### config.mk
export PLATFORM = sky130hd
export DESIGN_NAME = btxc_ctrl
export DESIGN_NICKNAME = d
export VERILOG_FILES = /design/src/rtl/btxc_pkg.sv /design/src/rtl/btxc_ctrl.sv
export SDC_FILE = /design/constraint.sdc
export NUM_CORES = 1
export LEC_CHECK = 0
export BUFFER_PORTS_ARGS = -buffer_cell sky130_fd_sc_hd__buf_2
export CAP_MARGIN = 20
export CORE_ASPECT_RATIO = 1.4
export CORE_UTILIZATION = 50
export DETAILED_ROUTE_END_ITERATION = 10
export PLACE_DENSITY = 0.83
export SETUP_SLACK_MARGIN = 0.02
export SYNTH_ARGS = -nofsm -noshare
export SYNTH_HDL_FRONTEND = slang
export SYNTH_SLANG_ARGS = --single-unit
### constraint.sdc
create_clock -name clk_i -period 1.78 [get_ports clk_i]
set_input_delay 0.267 -clock clk_i [delete_from_list [all_inputs] [get_ports clk_i]]
set_output_delay 0.267 -clock clk_i [all_outputs]
set_load 0.1 [all_outputs]
### src/rtl/btxc_pkg.sv
`timescale 1ns / 1ps
// ----------------------------------------------------------------------------
// btxc_pkg: shared types and constants
// Command and status codes, defaults and the controller/datapath bundles.
// ----------------------------------------------------------------------------
package btxc_pkg;

  localparam int unsigned KeyBitsDef   = 31;
  localparam int unsigned NodeCountDef = 65536;
  localparam int unsigned CountBitsDef = 20;

  localparam int unsigned CmdW    = 2;
  localparam int unsigned StatusW = 2;
  localparam int unsigned LimitW  = 32;
  localparam int unsigned OutCntW = 20;

  localparam logic [CmdW-1:0] CmdInsert = 2'd0;
  localparam logic [CmdW-1:0] CmdDelete = 2'd1;
  localparam logic [CmdW-1:0] CmdQuery  = 2'd2;
  // unassigned code: changes nothing, answers ok with a zero count
  localparam logic [CmdW-1:0] CmdSpare  = 2'd3;

  localparam logic [StatusW-1:0] StOk       = 2'd0;
  localparam logic [StatusW-1:0] StFull     = 2'd1;
  localparam logic [StatusW-1:0] StNotFound = 2'd2;

  // Controller to datapath commands
  typedef struct packed {
    logic load;      // capture request, root to walk pointer
    logic sib_add;   // add sibling count, advance level
    logic clr_step;  // write zero to clear address, advance
    logic rd;        // issue memory read at walk node
    logic ins_step;  // insert level update
    logic del_chk;   // delete check level
    logic del_step;  // delete level update
    logic qry_step;  // query level, read sibling
    logic out_load;  // capture count into output register
    logic fin_ins;   // final leaf increment
    logic fin_del;   // final leaf decrement
    logic fin_qry;   // final query add
    logic restart;   // go back to root for second pass
  } btxc_cmd_t;

  // Datapath to controller status
  typedef struct packed {
    logic clr_done;
    logic last_level;
    logic null_node;
    logic full;
    logic zero_limit;
    logic absent;
  } btxc_stat_t;

endpackage

### src/rtl/btxc_ctrl.sv
`timescale 1ns / 1ps
// ----------------------------------------------------------------------------
// btxc_ctrl: command sequencer
// Clears memory after reset, then walks each request level by level.
// ----------------------------------------------------------------------------
module btxc_ctrl (
  input  logic                          clk_i,
  input  logic                          rst_ni,
  input  logic                          s_valid_i,
  output logic                          s_ready_o,
  input  logic [btxc_pkg::CmdW-1:0]     command_i,
  output logic                          m_valid_o,
  input  logic                          m_ready_i,
  output logic [btxc_pkg::StatusW-1:0]  status_o,
  output btxc_pkg::btxc_cmd_t           cmd_o,
  input  btxc_pkg::btxc_stat_t          stat_i
);
  typedef enum logic [3:0] {
    StClear, StIdle, StInsRd, StInsUpd, StDelRd, StDelChk, StDelRd2,
    StDelUpd, StQryRd, StQryUpd, StQrySib, StFinRd, StFin, StOut
  } state_e;

  state_e state_q, state_d;
  logic [btxc_pkg::CmdW-1:0]    op_q, op_d;
  logic [btxc_pkg::StatusW-1:0] st_q, st_d;
  logic [btxc_pkg::StatusW-1:0] out_st_q, out_st_d;
  logic                         cnt_q, cnt_d;
  logic                         out_v_q, out_v_d;
  btxc_pkg::btxc_cmd_t          c;

  assign s_ready_o = (state_q == StIdle);
  assign m_valid_o = out_v_q;
  assign status_o  = out_st_q;
  assign cmd_o     = c;

  always_comb begin
    state_d  = state_q;
    op_d     = op_q;
    st_d     = st_q;
    out_st_d = out_st_q;
    cnt_d    = cnt_q;
    out_v_d  = out_v_q;
    c        = '0;
    if (out_v_q && m_ready_i) begin
      out_v_d = 1'b0;
    end
    case (state_q)
      StClear: begin
        c.clr_step = 1'b1;
        if (stat_i.clr_done) state_d = StIdle;
      end
      StIdle: begin
        if (s_valid_i) begin
          c.load = 1'b1;
          op_d   = command_i;
          st_d   = btxc_pkg::StOk;
          cnt_d  = 1'b0;
          case (command_i)
            btxc_pkg::CmdInsert: begin
              // refuse up front when the free nodes or the key total run out
              if (stat_i.full) begin
                st_d    = btxc_pkg::StFull;
                state_d = StOut;
              end else begin
                state_d = StInsRd;
              end
            end
            btxc_pkg::CmdDelete: state_d = StDelRd;
            btxc_pkg::CmdQuery:  state_d = StQryRd;
            default:             state_d = StOut;
          endcase
        end
      end
      StInsRd: begin
        c.rd = 1'b1;
        state_d = StInsUpd;
      end
      StInsUpd: begin
        c.ins_step = 1'b1;
        state_d = stat_i.last_level ? StFinRd : StInsRd;
      end
      StDelRd: begin
        if (stat_i.null_node) begin
          state_d = StFinRd;
        end else begin
          c.rd = 1'b1;
          state_d = StDelChk;
        end
      end
      StDelChk: begin
        c.del_chk = 1'b1;
        state_d = stat_i.last_level ? StFinRd : StDelRd;
      end
      StDelRd2: begin
        c.rd = 1'b1;
        state_d = StDelUpd;
      end
      StDelUpd: begin
        c.del_step = 1'b1;
        state_d = stat_i.last_level ? StFinRd : StDelRd2;
      end
      StQryRd: begin
        if (stat_i.zero_limit || stat_i.null_node) begin
          state_d = StOut;
        end else begin
          c.rd = 1'b1;
          state_d = StQryUpd;
        end
      end
      StQryUpd: begin
        c.qry_step = 1'b1;
        c.rd       = 1'b1;
        state_d    = StQrySib;
      end
      StQrySib: begin
        c.sib_add = 1'b1;
        state_d = stat_i.last_level ? StFinRd : StQryRd;
      end
      StFinRd: begin
        c.rd = 1'b1;
        state_d = StFin;
      end
      StFin: begin
        case (op_q)
          btxc_pkg::CmdInsert: c.fin_ins = 1'b1;
          btxc_pkg::CmdDelete: begin
            if (st_q == btxc_pkg::StOk && cnt_q) begin
              c.fin_del = 1'b1;
            end
          end
          btxc_pkg::CmdQuery: c.fin_qry = 1'b1;
          default: ;
        endcase
        if (op_q == btxc_pkg::CmdDelete && !cnt_q) begin
          // end of check pass
          if (stat_i.absent) begin
            st_d = btxc_pkg::StNotFound;
            state_d = StOut;
          end else begin
            cnt_d = 1'b1;
            c.restart = 1'b1;
            state_d = StDelRd2;
          end
        end else begin
          if (op_q == btxc_pkg::CmdDelete) cnt_d = 1'b0;
          state_d = StOut;
        end
      end
      StOut: begin
        // hand over to the output register once it is free
        if (!out_v_q || m_ready_i) begin
          out_v_d    = 1'b1;
          out_st_d   = st_q;
          c.out_load = 1'b1;
          state_d    = StIdle;
        end
      end
      default: state_d = StIdle;
    endcase
  end

  always_ff @(posedge clk_i or negedge rst_ni) begin
    if (!rst_ni) begin
      state_q  <= StClear;
      op_q     <= btxc_pkg::CmdInsert;
      st_q     <= btxc_pkg::StOk;
      out_st_q <= btxc_pkg::StOk;
      cnt_q    <= 1'b0;
      out_v_q  <= 1'b0;
    end else begin
      state_q  <= state_d;
      op_q     <= op_d;
      st_q     <= st_d;
      out_st_q <= out_st_d;
      cnt_q    <= cnt_d;
      out_v_q  <= out_v_d;
    end
  end

  a_out_hold: assert property (@(posedge clk_i) disable iff (!rst_ni)
    out_v_q && !m_ready_i |=> out_v_q) else $error("result dropped");
  a_busy: assert property (@(posedge clk_i) disable iff (!rst_ni)
    (state_q != StIdle) |-> !s_ready_o) else $error("ready while busy");
  a_cnt_status: assert property (@(posedge clk_i) disable iff (!rst_ni)
    (st_q == btxc_pkg::StFull) |-> (op_q == btxc_pkg::CmdInsert))
    else $error("full on non-insert");
endmodule

==> results of run 1 <==
[cells by family after synthesis]
family	synth area share (%)
flip-flops	31.5
buffers and inverters	6.18
AO/OA/AOI/OAI	18.4
AND/OR/NAND/NOR	37.3
multiplexers	6.57
[repair_timing]
item	in CTS
setup endpoints to repair	14
setup buffers	14
pin swaps	8
hold buffers	1
resized for setup	19
endpoints found under the hold margin	12
[metrics by stage]
step | hold WS, ns | std cells
4_1_cts | 0.231 | 169
3_5_place_dp | 0.158 | 150
3_3_place_gp | 0.149 | 150
2_1_floorplan | -0.0286 | 99
==> qor.txt, run 1 <==
DP Area = 0.00149 mm²
Longest Clk Path Bufs = 2
clk root buf = clkbuf_4
Synth async-reset ratio = 100%
placed wire-length estimate = 2230 µm
post-synth cell types = 44
largest net degree at the start of global routing = 13
synthesized cell area = 952 µm²
Synthesized Nets = 111
clk sink count = 12
top-area cell type share of the netlist area = 31.5%
pre-CTS setup slack = 0.123 ns
CTS H-tree lvls = 1
clock buffer count from CTS = 3
Syn Area/Cell = 9.62 µm²
chip width = 38.9 µm
area leader, netlist = dfrtp_1
Last stage = global routing (5_1_grt)
Synth Warn # = 0
Placer Congestion = 0.974
row count = 18
Post-synth EDFFs = 0
largest cells by area after synthesis = dfrtp_1, nor2_1, nand2_1
synthesized flop and latch total = 12
Post-Synthesis Cells = 99
Top Ports = 29
status = did not finish
most frequent cell after synthesis = dfrtp_1
dominant synthesized flop cell = dfrtp_1
DIE HEIGHT = 53.6 µm
Port Buffer Count = 28
share of the yosys chip area belonging to registers = 31.5%
GRT worst endpoint = cmd_o[2]
worst endpoint type = primary output
Err = [ERROR DPL-0038] Utilization greater than 100%, impossible to legalize
top post-synthesis cells by count = dfrtp_1, nor2_1, nand2_1
initial core utilization = 53.5%
==> run 2, diff against run 1 <==
CORE_AREA = 2 2 63 65   (was not set)
CORE_ASPECT_RATIO = not set   (was 1.4)
CORE_UTILIZATION = not set   (was 50)
DIE_AREA = 0 0 65 67   (was not set)
PLACE_DENSITY = not set   (was 0.83)
PLACE_DENSITY_LB_ADDON = 0.15   (was not set)
SETUP_SLACK_MARGIN = not set   (was 0.02)
==> run 2 against run 1 <==
Net effect:
- the flow now finishes, with violations (setup timing)
- area after synthesis stayed put
- synthesized cell count stayed put
==> qor.txt, run 2 <==
status = complete, but fails checks
violated checks = setup timing
placed wire-length estimate = 2140 µm
Clock Skew = 0.00192 ns
Slew Limit Fails = 0
Post-Synthesis Cells = 99
Clock transition at path regs = 0.05 ns
final number of hold-violating endpoints = 0
Post-synth EDFFs = 0
post-synth cell types = 44
kind of critical path = register to primary output
Nets = 155
Arr. time, crit path = 1.53 ns
combinational fraction of design power = 72.7%
pre-CTS setup slack = 0.141 ns
Design Power = 0.00319 W
largest cells by area after synthesis = dfrtp_1, nor2_1, nand2_1
Top Ports = 29
chip width = 65 µm
vias in the first global route = 987
initial antenna violation count = 0
Critical Path Sink Type = primary output
largest net degree at the start of global routing = 13
Setup TNS = -0.0175 ns
# setup viols final = 1
global-route wire length before repair = 4650 µm
slack of the critical path = -0.0175 ns
DRT antenna net count = 0
Synth async-reset ratio = 100%
Placer Congestion = 0.826
CP Max Fanout = 7
ANT cells = 0
DIE HEIGHT = 67 µm
Longest Clk Path Bufs = 2
max FFs per register = 4
core area = 0.00361 mm²
fin crit period = 1.80 ns
Fmax = 0.556 GHz
CP max stage delay = 0.45 ns
CP Buf/Inv Count = 1
# DRC = 0
most frequent cell after synthesis = dfrtp_1
Slew headroom = 68.0%
total track usage = 14.1%
Area Growth Syn to Fin = 76.6%
Sw Pwr = 0.00165 W
share of the yosys chip area belonging to registers = 31.5%
CP top delay family = simple AND/OR/NAND/NOR gates
area leader, netlist = dfrtp_1
clk root buf = clkbuf_8
maxcap violations = 0
largest register by flop count = state_q
top post-synthesis cells by count = dfrtp_1, nor2_1, nand2_1
Tightest Pin Transition = 0.483 ns
most frequent cells in the layout = buf_12, buf_4, buf_2, nand2_1, dfrtp_1
DP Area = 0.00153 mm²
Final Cell Area = 0.00168 mm²
number of DRC markers in iteration 0 = 16
top-area cell type share of the netlist area = 31.5%
die area = 0.00436 mm²
Avg Vias per Cell = 4.88
cells along the critical path = nand2_2 > nand4bb_4 > nor4b_4 > buf_12
slowest stage cell, crit path = dfrtp_2
synthesized cell area = 952 µm²
Synthesized Nets = 111
CTS H-tree lvls = 1
Worst EP required = 1.51 ns
Synth Warn # = 0
clock buffer count from CTS = 3
CTS tree = built
routed len/inst = 14.2 µm
synthesized flop and latch total = 12
unrepaired setup endpoints after global routing = yes
Leak = 0.705 nW
final WL = 2690 µm
Port Buffer Count = 28
Via Count = 928
Power Density = 1900 mW/mm²
Clock power frac = 9.5%
Hold Crit Class = primary input to register
share of layout cells above drive strength 1 = 60.6%
row count = 22
initial core utilization = 26.4%
power share of the sequential group = 17.8%
gr ovfl total = 0
Layout fillers = 345
cell internal pwr = 0.00154 W
dominant synthesized flop cell = dfrtp_1
Startpoint Class = register
VDD IR max = 0.957 mV
clk sink count = 12
switching portion of total power = 51.6%
DRT Pass-1 Iters = 4
Clock Latency Late Sink = 0.24 ns
part of the cycle the worst path needs = 101%
Syn Area/Cell = 9.62 µm²
## run 2: cell counts after synthesis
Identical to the previous run, type by type.
## run 2: cell type report
cell class | count | area, µm² | area share (%)
Inverter | 2 | 15.0 | 0.893
Multi-Input combinational cell | 79 | 749 | 44.6
Sequential cell | 12 | 309 | 18.4
Tap cell | 48 | 60.1 | 3.57
Timing Repair Buffer | 45 | 493 | 29.3
Clock buffer | 4 | 55.1 | 3.27
## run 2: kinds of logic after synthesis
logic type             after synthesis  share of synthesized area, %
AND/OR/NAND/NOR                     52                          37.3
AO/OA/AOI/OAI                       22                          18.4
flip-flops                          12                          31.5
buffers and inverters                8                          6.18
multiplexers                         5                          6.57
## run 2: worst paths after layout
path | start | to | slack, ns | depth (start not counted)
worst max register to register | state_q[0] | state_q[2] | 0.21 | 5
worst min-delay path | m_ready_i | m_valid_o | 0.29 | 3
worst max-delay path | state_q[2] | cmd_o[2] | -0.02 | 4
min in group asynchronous | rst_ni | st_q[0] | 0.43 | 2
max in group asynchronous | rst_ni | m_valid_o | 1.09 | 2
worst min register to register | status_o[1] | status_o[1] | 0.52 | 1
## run 2: power groups by stage
stage	clock network, W	registers [W]	logic, W
detailed placement	0	0.000596	0.00215
global route	0.000322	0.000592	0.00244
global placement	0	0.000585	0.00214
CTS	0.000313	0.000571	0.00227
floorplan	0	0.000626	0.00152
finish	0.000302	0.000569	0.00232
## run 2: timing repair
item / 4_1_cts / 5_1_grt
buffers inserted: 5 / 2
setup endpoints to repair: 10 / 10
gates resized for setup: 4 / 6
hold buffers: 1 / 0
endpoints found under the hold margin: 12 / 0
gates cloned: 0 / 0
pin swaps: 5 / 2
## run 2: stage by stage
step / std cells / hold WS (ns) / utilization (%)
floorplan: 99 / -0.0286 / -
global placement: 178 / 0.165 / 42.3
detailed placement: 178 / 0.168 / 42.3
CTS: 188 / 0.291 / 45.6
global route: 190 / 0.299 / 46.6
finish: 190 / 0.293 / 46.6
## run 2: worst register-to-register path, delay by kind of cell, from the launching register on
kind,cells,cell delay (ns)
AO/OA/AOI/OAI,2,0.63
flip-flops,1,0.44
buffers and inverters,2,0.30
AND/OR/NAND/NOR,1,0.09
## run 2: per-layer routing
metal / up-vias / track usage (%) / routed length, µm
li1: 453 / - / -
met1: 446 / 17.0 / 1150
met2: 24 / 25.4 / 1400
met3: 5 / 1.52 / 88
met4: 0 / 5.59 / 46
met5: - / 0 / 0
Note: power is estimated with default switching activity, not from simulation.
